$ cat src/rtl/table_newton_interpolator_defines.svh
// ----------------------------------------------------------------------------
// table_newton_interpolator_defines
// Assertion macros shared by the interpolator RTL.
// ----------------------------------------------------------------------------
`ifndef TABLE_NEWTON_INTERPOLATOR_DEFINES_SVH
`define TABLE_NEWTON_INTERPOLATOR_DEFINES_SVH

`ifndef SYNTH
// check under reset qualification
`define TNI_ASSERT(label, prop, msg) \
  label: assert property (@(posedge clk) disable iff (!rst_n) prop) else $error(msg);
// check at every edge, reset included
`define TNI_ASSERT_ALWAYS(label, prop, msg) \
  label: assert property (@(posedge clk) prop) else $error(msg);
`else
`define TNI_ASSERT(label, prop, msg)
`define TNI_ASSERT_ALWAYS(label, prop, msg)
`endif

`endif

$ cat src/rtl/tni_pkg.sv
// ----------------------------------------------------------------------------
// tni_pkg
// Shared constants, codes and saturation helpers of the interpolator.
// ----------------------------------------------------------------------------
package tni_pkg;

  localparam int MAX_POINTS_DEF = 256;
  localparam int FRAC_BITS      = 16;
  localparam int VAL_W          = 32;
  localparam int DD_W           = 64;
  localparam int IDX_W          = 8;
  localparam int ORDER_W        = 2;
  localparam int PIU_W          = 9;
  localparam int CFG_IDX_W      = 1;
  localparam int CFG_DATA_W     = 9;
  localparam int STATUS_W       = 2;

  // divider: dividend is |num| << FRAC_BITS, two quotient bits per cycle
  localparam int DVD_W     = DD_W + FRAC_BITS;
  localparam int DIV_STEPS = DVD_W / 2;

  localparam logic signed [DD_W-1:0] DD_LIM = 64'sh3FFF_FFFF_FFFF_FFFF;

  localparam logic [0:0] CMD_LOAD  = 1'b0;
  localparam logic [0:0] CMD_QUERY = 1'b1;

  localparam logic [CFG_IDX_W-1:0] REG_ORDER  = 1'd0;
  localparam logic [CFG_IDX_W-1:0] REG_POINTS = 1'd1;

  localparam logic [STATUS_W-1:0] STAT_OK    = 2'd0;
  localparam logic [STATUS_W-1:0] STAT_RANGE = 2'd1;
  localparam logic [STATUS_W-1:0] STAT_ORDER = 2'd2;

  function automatic logic signed [DD_W-1:0] clamp_dd(input logic signed [DD_W-1:0] v);
    logic signed [DD_W-1:0] r;
    r = v;
    if (v > DD_LIM) r = DD_LIM;
    else if (v < -DD_LIM) r = -DD_LIM;
    return r;
  endfunction

  function automatic logic signed [VAL_W-1:0] sat32(input logic signed [DD_W-1:0] v);
    logic signed [VAL_W-1:0] r;
    r = v[VAL_W-1:0];
    if (v > 64'sh0000_0000_7FFF_FFFF) r = 32'sh7FFF_FFFF;
    else if (v < -64'sh0000_0000_8000_0000) r = 32'sh8000_0000;
    return r;
  endfunction

endpackage

$ cat src/rtl/tni_div.sv
// ----------------------------------------------------------------------------
// tni_div
// Serial fixed-point divider: trunc(num * 2^FRAC_BITS / den), saturated.
// ----------------------------------------------------------------------------
module tni_div
  import tni_pkg::*;
(
  input  logic                   clk,
  input  logic                   rst_n,
  input  logic                   start,
  input  logic signed [DD_W-1:0] num,
  input  logic signed [VAL_W:0]  den,
  output logic                   busy,
  output logic                   done,
  output logic signed [DD_W-1:0] quot
);

  localparam int CNT_W = $clog2(DIV_STEPS + 1);

  logic             busy_r, done_r, neg_r, zero_r;
  logic [CNT_W-1:0] cnt_r;
  logic [DVD_W-1:0] dvd_r, quo_r;
  logic [VAL_W:0]   rem_r, ud_r;
  logic [VAL_W+1:0] r1, r2;
  logic [VAL_W:0]   r1_s, r2_s;
  logic             q1, q2;
  logic [DD_W-1:0]  un, mag;
  logic [VAL_W:0]   ud;

  assign un = num[DD_W-1] ? DD_W'(-num) : DD_W'(num);
  assign ud = den[VAL_W] ? (VAL_W+1)'(-den) : (VAL_W+1)'(den);

  // two restoring steps per cycle
  always_comb begin
    r1 = {rem_r, dvd_r[DVD_W-1]};
    q1 = (r1 >= {1'b0, ud_r});
    r1_s = q1 ? (VAL_W+1)'(r1 - {1'b0, ud_r}) : r1[VAL_W:0];
    r2 = {r1_s, dvd_r[DVD_W-2]};
    q2 = (r2 >= {1'b0, ud_r});
    r2_s = q2 ? (VAL_W+1)'(r2 - {1'b0, ud_r}) : r2[VAL_W:0];
  end

  always_ff @(posedge clk) begin
    if (!rst_n) begin
      busy_r <= 1'b0;
      done_r <= 1'b0;
      cnt_r  <= '0;
    end else begin
      done_r <= 1'b0;
      if (start) begin
        busy_r <= 1'b1;
        cnt_r  <= CNT_W'(DIV_STEPS);
        dvd_r  <= {un, {FRAC_BITS{1'b0}}};
        quo_r  <= '0;
        rem_r  <= '0;
        ud_r   <= ud;
        neg_r  <= num[DD_W-1] ^ den[VAL_W];
        zero_r <= (den == '0);
      end else if (busy_r) begin
        dvd_r <= {dvd_r[DVD_W-3:0], 2'b00};
        rem_r <= r2_s;
        quo_r <= {quo_r[DVD_W-3:0], q1, q2};
        cnt_r <= cnt_r - CNT_W'(1);
        if (cnt_r == CNT_W'(1)) begin
          busy_r <= 1'b0;
          done_r <= 1'b1;
        end
      end
    end
  end

  always_comb begin
    if (zero_r) mag = '0;
    else if (|quo_r[DVD_W-1:DD_W-2]) mag = DD_W'(DD_LIM);
    else mag = {2'b00, quo_r[DD_W-3:0]};
    quot = neg_r ? -$signed(mag) : $signed(mag);
  end

  assign busy = busy_r;
  assign done = done_r;

endmodule

$ cat config.mk
export PLATFORM = sky130hd
export DESIGN_NAME = tni_div
export DESIGN_NICKNAME = d
export VERILOG_FILES = /design/src/rtl/table_newton_interpolator_defines.svh /design/src/rtl/tni_pkg.sv /design/src/rtl/tni_div.sv
export SDC_FILE = /design/constraint.sdc
export NUM_CORES = 1
export LEC_CHECK = 0
export CAP_MARGIN = 25
export CORE_UTILIZATION = 39
export DETAILED_ROUTE_END_ITERATION = 7
export DONT_BUFFER_PORTS = 1
export REMOVE_ABC_BUFFERS = 1
export SLEW_MARGIN = 15
export SYNTH_ARGS = -nofsm -noshare
export SYNTH_HDL_FRONTEND = slang
export SYNTH_SLANG_ARGS = --single-unit
$ cat constraint.sdc
create_clock -name clk -period 10.1 [get_ports clk]
set_input_delay 2.02 -clock clk [delete_from_list [all_inputs] [get_ports clk]]
set_output_delay 2.02 -clock clk [all_outputs]
set_load 0.01 [all_outputs]
# ---- Word-level counts from Yosys, hierarchy flattened
# Index checks and enable logic that the tools add are counted.
# W data, S select, Z words.
dict set report totals {
  ff_bits 234
  wordCells 48
}
dict set report op_classes {
  add_sub_neg 6
  n_lt_le_gt_ge 2
  n_eq_ne 1
  n_mux 17
  bitwise 3
  reduce_logical 7
}
# op count
set op_table {}
lappend op_table {{$mux W80} 3}
lappend op_table {{$mux W64} 2}
lappend op_table {{$neg A64 Y64} 2}
lappend op_table {{$mux W62} 2}
lappend op_table {{$mux W33} 3}
lappend op_table {{$ge A34 B33 Y1} 2}
lappend op_table {{$sub A33 B33 Y33} 2}
lappend op_table {{$logic_not A33 Y1} 1}
lappend op_table {{$neg A33 Y33} 1}
lappend op_table {{$mux W32} 1}
lappend op_table {{$reduce_or A18 Y1} 1}
lappend op_table {{$mux W6} 2}
lappend op_table {{$eq A6 B1 Y1 const B} 1}
lappend op_table {{$sub A6 B1 Y6 const B} 1}
lappend op_table {{$mux W1} 4}
lappend op_table {{$reduce_and A2 Y1} 2}
lappend op_table {{$reduce_or A3 Y1} 1}
lappend op_table {{$not A1 Y1} 2}
lappend op_table {{$reduce_bool A2 Y1} 1}
lappend op_table {{$reduce_or A2 Y1} 1}
lappend op_table {{$xor A1 B1 Y1} 1}

# ---- Depth between registers and ports, before layout
# Gate-level depths: netlist of the first run.
dict set report depth {
  depth_word 5
  depth_mapped 27
  ltp_nobuf 23
}

# ---- Worst setup path after synthesis of the first run
# Ideal clock, no wire load.
dict set report synth_path {
  kind {input to register}
  from {input port start}
  to {register dvd_r[16], enable pin}
  setup_time_ns 0.553
  arrival_ns 6.528
  setup_slack_ns 3.019
  path_stages 3
  cell_sequence {clkbuf_1 > clkbuf_1 > o21a_1}
}
dict set report synth_via {
  elab_chain_cells 2
}
# element line_no
set synth_lines {}
lappend synth_lines {{start: declaration} tni_div.sv:10} ;# input logic start,
lappend synth_lines {{$reduce_bool A2 Y1 (no source line)} n/a}
lappend synth_lines {{$reduce_and A2 Y1 (no source line)} n/a}
lappend synth_lines {{end signal: assignment} tni_div.sv:53} ;# dvd_r <= {un, {FRAC_BITS{1'b0}}};
lappend synth_lines {{end signal: assignment} tni_div.sv:60} ;# dvd_r <= {dvd_r[DVD_W-3:0], 2'b00};
lappend synth_lines {{end: declaration} tni_div.sv:22} ;# logic [DVD_W-1:0] dvd_r, quo_r;
# No other way between the ends.
# A chain may end at the register's enable or synchronous reset.

# ---- Worst setup path in the final report of the first run
dict set report layout_path {
  from {register dvd_r[79]}
  to {register rem_r[32], data pin}
}
dict set report layout_via {
  elab_chain_cells 5
  word_cells_on_any_way 7
}
# element line_no
set layout_lines {}
lappend layout_lines {{$sub A33 B33 Y33 / $ge A34 B33 Y1 (equally long branches)} {tni_div.sv:37, tni_div.sv:36}}
lappend layout_lines {{$mux W33 (*)} tni_div.sv:37} ;# r1_s = q1 ? (VAL_W+1)'(r1 - {1'b0, ud_r}) : r1[VAL_W:0];
lappend layout_lines {{$sub A33 B33 Y33 / $ge A34 B33 Y1 (equally long branches)} {tni_div.sv:40, tni_div.sv:39}}
lappend layout_lines {{$mux W33 (*)} tni_div.sv:40} ;# r2_s = q2 ? (VAL_W+1)'(r2 - {1'b0, ud_r}) : r2[VAL_W:0];
lappend layout_lines {{$mux W33 (*)} tni_div.sv:59} ;# end else if (busy_r) begin
lappend layout_lines {{end signal: assignment} tni_div.sv:61} ;# rem_r <= r2_s;
lappend layout_lines {{end: declaration} tni_div.sv:23} ;# logic [VAL_W:0] rem_r, ud_r;
# Mark *: on every way between the ends. The rest lies on a longest branch, timed or not. The select of a mux whose other input is x is not followed.

==> impl_metrics.sql, run 1 <==
INSERT INTO impl_metrics (metric_group, metric, value, unit) VALUES
('sta', 'timing.slew.headroom', '0.368', ''),
('critical_path', 'worst_setup_path_end_kind', 'flip-flop', ''),
('final_layout', 'final_layout_size_suffix_gt1_frac', '0.0614', ''),
('global_routing', 'gr-total-overflow', '0', ''),
('sta', 'final-hold-violation-count', '0', ''),
('synth', 'async_reset_ff_frac', '0', ''),
('critical_path', 'path_max_fanout', '33', ''),
('synth', 'synth_ff_type', 'edfxtp_1', ''),
('sta', 'period_share', '0.719', ''),
('flow_run', 'timing.max_cap.violations', '0', ''),
('sta', 'tns', '0', 'ns'),
('status', 'status', 'finished clean', ''),
('sta', 'max_clock_freq', '138', 'MHz'),
('synth', 'post_synth.cell_area_avg', '8.85', 'um2'),
('route', 'antenna_violating_nets_post_route', '0', ''),
('critical_path', 'worst_path_dominant_cell_family', 'compound AO/OA/AOI/OAI gates', ''),
('die', 'boundaryPins', '166', ''),
('clock_network', 'cts.hold.buffers_added', '0', ''),
('global_routing', 'initial_antenna_violation_count', '0', ''),
('placed_design', 'post-place-cells', '2343', ''),
('clock_network', 'cts.repair_timing.setup_buffer_count', '0', ''),
('global_routing', 'first_global_vias', '13200', ''),
('clock_network', 'cts-root-buf', 'clkbuf_16', ''),
('global_routing', 'grt_first_pass_wirelength', '70900', 'um'),
('clock_network', 'clock_slew_seen_by_the_registers_of_the_worst_setup_and_hold_paths', '0.06', 'ns'),
('synth', 'yosys.cell_types.count', '77', ''),
('synth', 'synth.ff_latch_count', '220', ''),
('synth', 'synthesis.instances', '1883', ''),
('worst_hold_path', 'min_path_cells', '2', ''),
('synth', 'synth_edf_count', '212', ''),
('power_and_ir_drop', 'powerDensity', '304', 'nW/um2'),
('clock_network', 'clock_path_buffers', '3', ''),
('route', 'via_per_inst', '5.82', ''),
('clock_network', 'clk_latency', '0.59', 'ns'),
('critical_path', 'r2r.worst_path.cells', '24', ''),
('sta', 'worst_slew_pin_slew', '0.941', 'ns'),
('route', 'routed_wire_length_per_instance', '18.8', 'um'),
('route', 'routed-wl-met3', '2990', 'um'),
('worst_hold_path', 'min_delay_worst_type', 'reg2reg', ''),
('critical_path', 'worst_path_max_delay_cell', 'a21o_1', ''),
('final_layout', 'layout.area.seq', '6530', 'um2'),
('clock_network', 'tritoncts_clock_tree', 'done', ''),
('route', 'drt_iter0_markers', '1062', ''),
('sta', 'rsz0062_at_grt', 'no', ''),
('final_layout', 'multi_input_area', '9480', 'um2'),
('die', 'die_height', '209', 'um'),
('sta', 'clock-skew-final', '0.0271', 'ns'),
('critical_path', 'cpPeakStageDelay', '0.76', 'ns'),
('die', 'start_util', '0.396', ''),
('final_layout', 'flow.area_growth_from_synthesis', '8.51', '%'),
('final_layout', 'final_net_count', '2009', ''),
('die', 'die_width', '209', 'um'),
('power_and_ir_drop', 'total_leakage_power', '6.55', 'nW'),
('clock_network', 'htreeDepth', '1', ''),
('placed_design', 'port_buffer_count', '0', ''),
('synth', 'cell_area_synth', '16700', 'um2'),
('critical_path', 'timing.critical_path.cells', 'inv_1 -> ha_1 -> inv_1 -> fa_1 -> a211oi_1 -> o21ai_0 -> a31oi_1 -> a211oi_1 -> o21ai_0 -> o211ai_1 -> buf_4 -> mux2_2 -> ha_1 -> a21oi_1 -> nand4b_1 -> a21boi_0 -> o31ai_1 -> a21oi_1 -> o21bai_1 -> a211oi_1 -> a21o_1 -> buf_4 -> nor2_1 -> a22o_1', ''),
('critical_path', 'critical_path_cell_count', '24', ''),
('critical_path', 'critical_path_class', 'reg2reg', ''),
('global_routing', 'grt.total_usage', '0.200', ''),
('power_and_ir_drop', 'vdd_ir_drop_max', '201', 'uV'),
('die', 'die_area', '43600', 'um2'),
('route', 'top_layer', 'met4', ''),
('route', 'firstDrtPassIters', '5', ''),
('clock_network', 'cts_inserted_buffers', '28', ''),
('critical_path', 'worst-endpoint-arrival', '7.58', 'ns'),
('placed_design', 'dpl_wire_length', '31700', 'um'),
('die', 'core-area', '42000', 'um2'),
('route', 'route.final.wire_length', '45000', 'um'),
('synth', 'synth.yosys.seq_area_share', '0.392', ''),
('critical_path', 'crit_top_cell', 'a211oi_1', '');
[routing by layer]
| layer | GRT usage | up-vias |
|---|---|---|
| met1 | 0.271 | 6625 |
| met3 | 0.0343 | 78 |
| met5 | 0 | - |
| met4 | 0.0718 | 0 |
| met2 | 0.319 | 431 |
| li1 | - | 6800 |
[cell type report]
type | instances | area share
clock buffer | 29 | 0.0390
clock inverter | 23 | 0.0169
inverter | 74 | 0.0154
multi-input combinational | 1497 | 0.524
sequential | 220 | 0.361
tap | 539 | 0.0373
timing repair buffer | 14 | 0.00650
[layout by cell type (no fill, tap or decap), drive strengths merged, types with 10 or more instances in the layout]
cell type	synthesis	final
mux2i	22	22
edfxtp	212	212
nor2b	79	79
nor4	22	22
nand2	120	120
nand4	22	22
or3	26	26
o41ai	16	16
ha	72	72
a21o	24	24
a21oi	180	180
nand3	22	22
buf	7	14
clkbuf	84	29
a31oi	20	20
nor2	266	266
o21ai	128	128
o21a	18	18
o31ai	42	42
or4	23	23
xnor2	91	91
or2	15	15
xor2	92	92
nor3	44	44
a211oi	26	26
inv	74	74
nand2b	12	12
clkinv	0	10
[report_power, final]
part	switching (mW)	internal, mW
clock network	0.430	0.663
logic	1.84	1.29
registers	0.0701	1.21
[sequential cells by signal, summed over array words and instances (netlist names)]
| signal | flops |
|---|---|
| quo_r | 80 |
| dvd_r | 64 |
| rem_r | 33 |
| ud_r | 33 |
| cnt_r | 6 |
| busy | 1 |
| done | 1 |
| neg_r | 1 |
| zero_r | 1 |
[cell families (layout without fill, tap and decap cells)]
logic type / after synthesis / in the layout / share of synthesized area
flip-flops: 220 / 220 / 0.392
XOR/XNOR: 183 / 183 / 0.0962
AO/OA/AOI/OAI: 524 / 524 / 0.195
adder cells (fa/ha/maj): 74 / 74 / 0.0565
AND/OR/NAND/NOR: 686 / 686 / 0.202
multiplexers: 30 / 30 / 0.0186
buffers and inverters: 166 / 140 / 0.0402
[worst min-delay path, stage by stage, from the launching register on]
cell and delay (ns):
dfxtp_1 0.32, nor2_1 0.08, a211oi_1 0.05
[path summary, 6_finish.rpt]
check | from | end | slack (ns)
worst min-delay path | cnt_r[1] | cnt_r[1] | 0.49
worst min register to register | cnt_r[1] | cnt_r[1] | 0.49
worst max-delay path | dvd_r[79] | rem_r[32] | 2.84
worst max register to register | dvd_r[79] | rem_r[32] | 2.84
[cell usage after synthesis, drive strengths merged (7+ instances only)]
library cell / n / share of area
o31ai: 42 / 0.019
or4: 23 / 0.011
dfxtp: 8 / 0.0096
o21ai: 128 / 0.039
o211ai: 8 / 0.0036
nand2: 120 / 0.027
clkbuf: 84 / 0.021
xnor2: 91 / 0.048
nor3b: 7 / 0.0035
nand2b: 12 / 0.0045
buf: 7 / 0.0017
o41ai: 16 / 0.0089
xor2: 92 / 0.048
a211oi: 26 / 0.012
mux2: 8 / 0.0054
o21bai: 8 / 0.0036
a31oi: 20 / 0.0075
nor3: 44 / 0.014
mux2i: 22 / 0.013
a21o: 24 / 0.011
nand4: 22 / 0.0083
a21oi: 180 / 0.054
nand3: 22 / 0.0069
ha: 72 / 0.054
edfxtp: 212 / 0.38
nor2b: 79 / 0.030
and2: 8 / 0.0030
o21a: 18 / 0.0081
nor2: 266 / 0.060
or3: 26 / 0.010
nor4: 22 / 0.0083
or2: 15 / 0.0056
inv: 74 / 0.017
[metrics by stage]
step           hold slack, ns  setup WS [ns]  cell area (um2)
2_1_floorplan           0.464           2.33            16300
3_3_place_gp            0.479           3.32            17100
3_5_place_dp            0.482           2.99            17100
4_1_cts                 0.490           2.87            18100
5_1_grt                 0.561           2.22            18100
6_report                0.494           2.84            18100
Power figures use the tool's default switching activity.
==> inputs of run 2 (changes only) <==
--- a/config.mk
+++ b/config.mk
@@ -5,6 +5,7 @@
 export SDC_FILE = /design/constraint.sdc
 export NUM_CORES = 1
 export LEC_CHECK = 0
+export ABC_AREA = 1
 export CAP_MARGIN = 25
 export CORE_UTILIZATION = 39
 export DETAILED_ROUTE_END_ITERATION = 7
==> constraint.sdc (replaced) <==
create_clock -name clk -period 6.3 [get_ports clk]
set_input_delay 1.26 -clock clk [delete_from_list [all_inputs] [get_ports clk]]
set_output_delay 1.26 -clock clk [all_outputs]
set_load 0.01 [all_outputs]
==> impl_metrics.sql, run 2 <==
INSERT INTO impl_metrics (metric_group, metric, value, unit) VALUES
('route', 'route.final.wire_length', '56200', 'um'),
('placed_design', 'post-place-cells', '3106', ''),
('power_and_ir_drop', 'total_leakage_power', '8.67', 'nW'),
('sta', 'rsz0062_at_grt', 'no', ''),
('sta', 'timing.slew.headroom', '0.434', ''),
('final_layout', 'final-instance-count-excl-fill', '3157', ''),
('placed_design', 'dpl_wire_length', '44300', 'um'),
('final_layout', 'most-common-layout-cells', '706 x nand2_1, 354 x nor2_1, 296 x inv_1', ''),
('sta', 'clock-skew-final', '0.0276', 'ns'),
('flow_run', 'timing.max_cap.violations', '0', ''),
('synth', 'synth.ff_latch_count', '220', ''),
('critical_path', 'worst-endpoint-arrival', '3.88', 'ns'),
('synth', 'most_instantiated_library_cell_after_synthesis', 'nand2_1', ''),
('synth', 'ys_top_cells_by_count', '707 x nand2_1, 354 x nor2_1, 298 x inv_1', ''),
('clock_network', 'cts.repair_timing.setup_buffer_count', '0', ''),
('synth', 'synth_edf_count', '212', ''),
('sta', 'worst_slew_pin_slew', '0.840', 'ns'),
('sta', 'setup_viol_count_final', '0', ''),
('critical_path', 'worst_ep_required_time', '5.04', 'ns'),
('synth', 'main_area_contributors_after_synthesis', 'edfxtp_1 35%, nand2_1 15%, nor2_1 7.3%', ''),
('worst_hold_path', 'min_delay_worst_type', 'reg2reg', ''),
('route', 'antenna_violating_nets_post_route', '0', ''),
('die', 'boundaryPins', '166', ''),
('route', 'firstDrtPassIters', '5', ''),
('synth', 'netlist.area_leader.share', '0.351', ''),
('clock_network', 'cts_inserted_buffers', '28', ''),
('die', 'die_area', '47400', 'um2'),
('final_layout', 'most_common_cell_after_layout_fill_and_taps_aside', 'nand2_1', ''),
('synth', 'yosys.cell_types.count', '52', ''),
('sta', 'timing_max_transition_violations_final', '0', ''),
('status', 'status', 'finished clean', ''),
('power_and_ir_drop', 'powerDensity', '466', 'nW/um2'),
('sta', 'finalCriticalPeriod', '5.14', 'ns'),
('critical_path', 'critical_path_class', 'reg2out', ''),
('clock_network', 'clock_path_buffers', '3', ''),
('synth', 'cell_area_synth', '18100', 'um2'),
('clock_network', 'cts.hold.buffers_added', '0', ''),
('clock_network', 'htreeDepth', '1', ''),
('final_layout', 'final_layout_size_suffix_gt1_frac', '0.0473', ''),
('synth', 'synthesis.instances', '2564', ''),
('sta', 'final-hold-violation-count', '0', ''),
('critical_path', 'worst_setup_path_end_kind', 'output port', ''),
('synth', 'synth_largest_area_cell', 'edfxtp_1', ''),
('critical_path', 'path_max_fanout', '44', ''),
('synth', 'async_reset_ff_frac', '0', ''),
('worst_hold_path', 'min_path_cells', '2', ''),
('global_routing', 'largest_net_degree_at_the_start_of_global_routing', '119', ''),
('global_routing', 'grt.total_usage', '0.235', ''),
('clock_network', 'cts-root-buf', 'clkbuf_16', ''),
('die', 'start_util', '0.398', ''),
('route', 'number_of_vias_in_the_routed_layout', '16600', ''),
('sta', 'period_share', '0.815', ''),
('clock_network', 'postCtsResizedCells', '0', ''),
('final_layout', 'largest-register', 'quo_r', ''),
('final_layout', 'final_layout_fill_cell_count', '4730', ''),
('global_routing', 'initial_antenna_violation_count', '0', ''),
('synth', 'synth_ff_type', 'edfxtp_1', ''),
('route', 'via_per_inst', '5.27', ''),
('synth', 'post_synth.cell_area_avg', '7.07', 'um2'),
('final_layout', 'insertedDiodeCount', '0', ''),
('clock_network', 'clk_latency', '0.57', 'ns'),
('synth', 'yosys_warnings', '0', ''),
('clock_network', 'clock_slew_seen_by_the_registers_of_the_worst_setup_and_hold_paths', '0.06', 'ns'),
('die', 'die_height', '218', 'um'),
('final_layout', 'largest_register_ff_count', '80', ''),
('critical_path', 'r2r.worst_path.cells', '26', ''),
('die', 'die_width', '218', 'um'),
('global_routing', 'grt_first_pass_wirelength', '88300', 'um'),
('final_layout', 'reg_top3', 'quo_r: 80 flops, dvd_r: 64 flops', ''),
('synth', 'synth.yosys.seq_area_share', '0.360', ''),
('clock_network', 'tritoncts_clock_tree', 'done', ''),
('placed_design', 'port_buffer_count', '0', ''),
('sta', 'max_clock_freq', '195', 'MHz'),
('placed_design', 'gpl.final_weighted_congestion', '0.938', ''),
('route', 'routed_wire_length_per_instance', '17.8', 'um'),
('global_routing', 'gr-total-overflow', '0', ''),
('critical_path', 'startpoint_type', 'flip-flop', ''),
('final_layout', 'flow.area_growth_from_synthesis', '8.00', '%'),
('route', 'post-route-drc-count', '0', ''),
('final_layout', 'final_net_count', '2710', ''),
('global_routing', 'first_global_vias', '16000', ''),
('sta', 'tns', '0', 'ns'),
('route', 'drt_iter0_markers', '1338', ''),
('clock_network', 'cts_num_sinks', '220', ''),
('die', 'std_cell_rows', '78', ''),
('die', 'core-area', '45600', 'um2'),
('power_and_ir_drop', 'vdd_ir_drop_max', '266', 'uV');
run 2: metrics by stage:
| stage | utilization | setup WS, ns | power [mW] | instance area, um2 | hold WS (ns) |
|---|---|---|---|---|---|
| final | 0.430 | 1.16 | 9.13 | 19600 | 0.503 |
| after global routing | 0.430 | 0.683 | 9.86 | 19600 | 0.540 |
| after CTS | 0.430 | 1.13 | 9.07 | 19600 | 0.500 |
| after detailed placement | 0.410 | 1.17 | 7.44 | 18700 | 0.493 |
| after global placement | 0.409 | 0.986 | 7.44 | 18700 | 0.484 |
| after floorplan | - | 0.621 | 5.98 | 17800 | 0.471 |
run 2: area by class of cell:
type	count	area [um2]	share of cell area
multi-input combinational	1972	10100	0.518
sequential	220	6530	0.333
inverter	301	1130	0.0577
clock buffer	36	782	0.0399
tap	600	751	0.0383
clock inverter	15	136	0.00696
timing repair buffer	13	114	0.00581
run 2: per-layer routing:
| layer | vias to the layer above | GRT usage | wire length (um) |
|---|---|---|---|
| met5 | - | 0 | 0 |
| met4 | 0 | 0.0563 | 1170 |
| met1 | 7712 | 0.326 | 26300 |
| li1 | 8367 | - | - |
| met2 | 488 | 0.373 | 24700 |
| met3 | 68 | 0.0494 | 4040 |
run 2: cells by family (layout without fill, tap and decap cells):
logic type | after synthesis | count (layout) | share of synthesized area
xor+xnor | 166 | 166 | 0.0802
buf+inv | 372 | 365 | 0.0811
flops | 220 | 220 | 0.360
fa+ha+maj | 74 | 74 | 0.0519
simple gates | 1412 | 1412 | 0.332
compound gates | 320 | 320 | 0.0953
run 2: critical path, stage by stage (launching register included):
cell      delay (ns)
edfxtp_1        0.39
nor2_1          0.15
nand3_2         0.15
nor2_8          0.51
nand2_4         0.29
o21ai_2         0.27
ha_1            0.20
nand3_1         0.18
inv_1           0.15
nand2_1         0.10
nor2_1          0.17
nand2_1         0.14
o21ai_1         0.21
xor2_1          0.40
run 2: path summary, 6_finish.rpt:
kind | slack [ns] | to | from
worst max-delay path | 1.16 | quot[28] | quo_r[63]
worst min-delay path | 0.50 | cnt_r[1] | cnt_r[1]
worst max register to register | 1.17 | rem_r[31] | dvd_r[79]
worst min register to register | 0.50 | cnt_r[1] | cnt_r[1]
run 2: where the power goes:
part | internal, mW | total, mW | switching (mW) | leakage, nW
Sequential | 1.97 | 2.08 | 0.110 | 2.14
Clock | 0.954 | 1.60 | 0.641 | 0.445
Combinational | 1.77 | 5.46 | 3.68 | 6.09
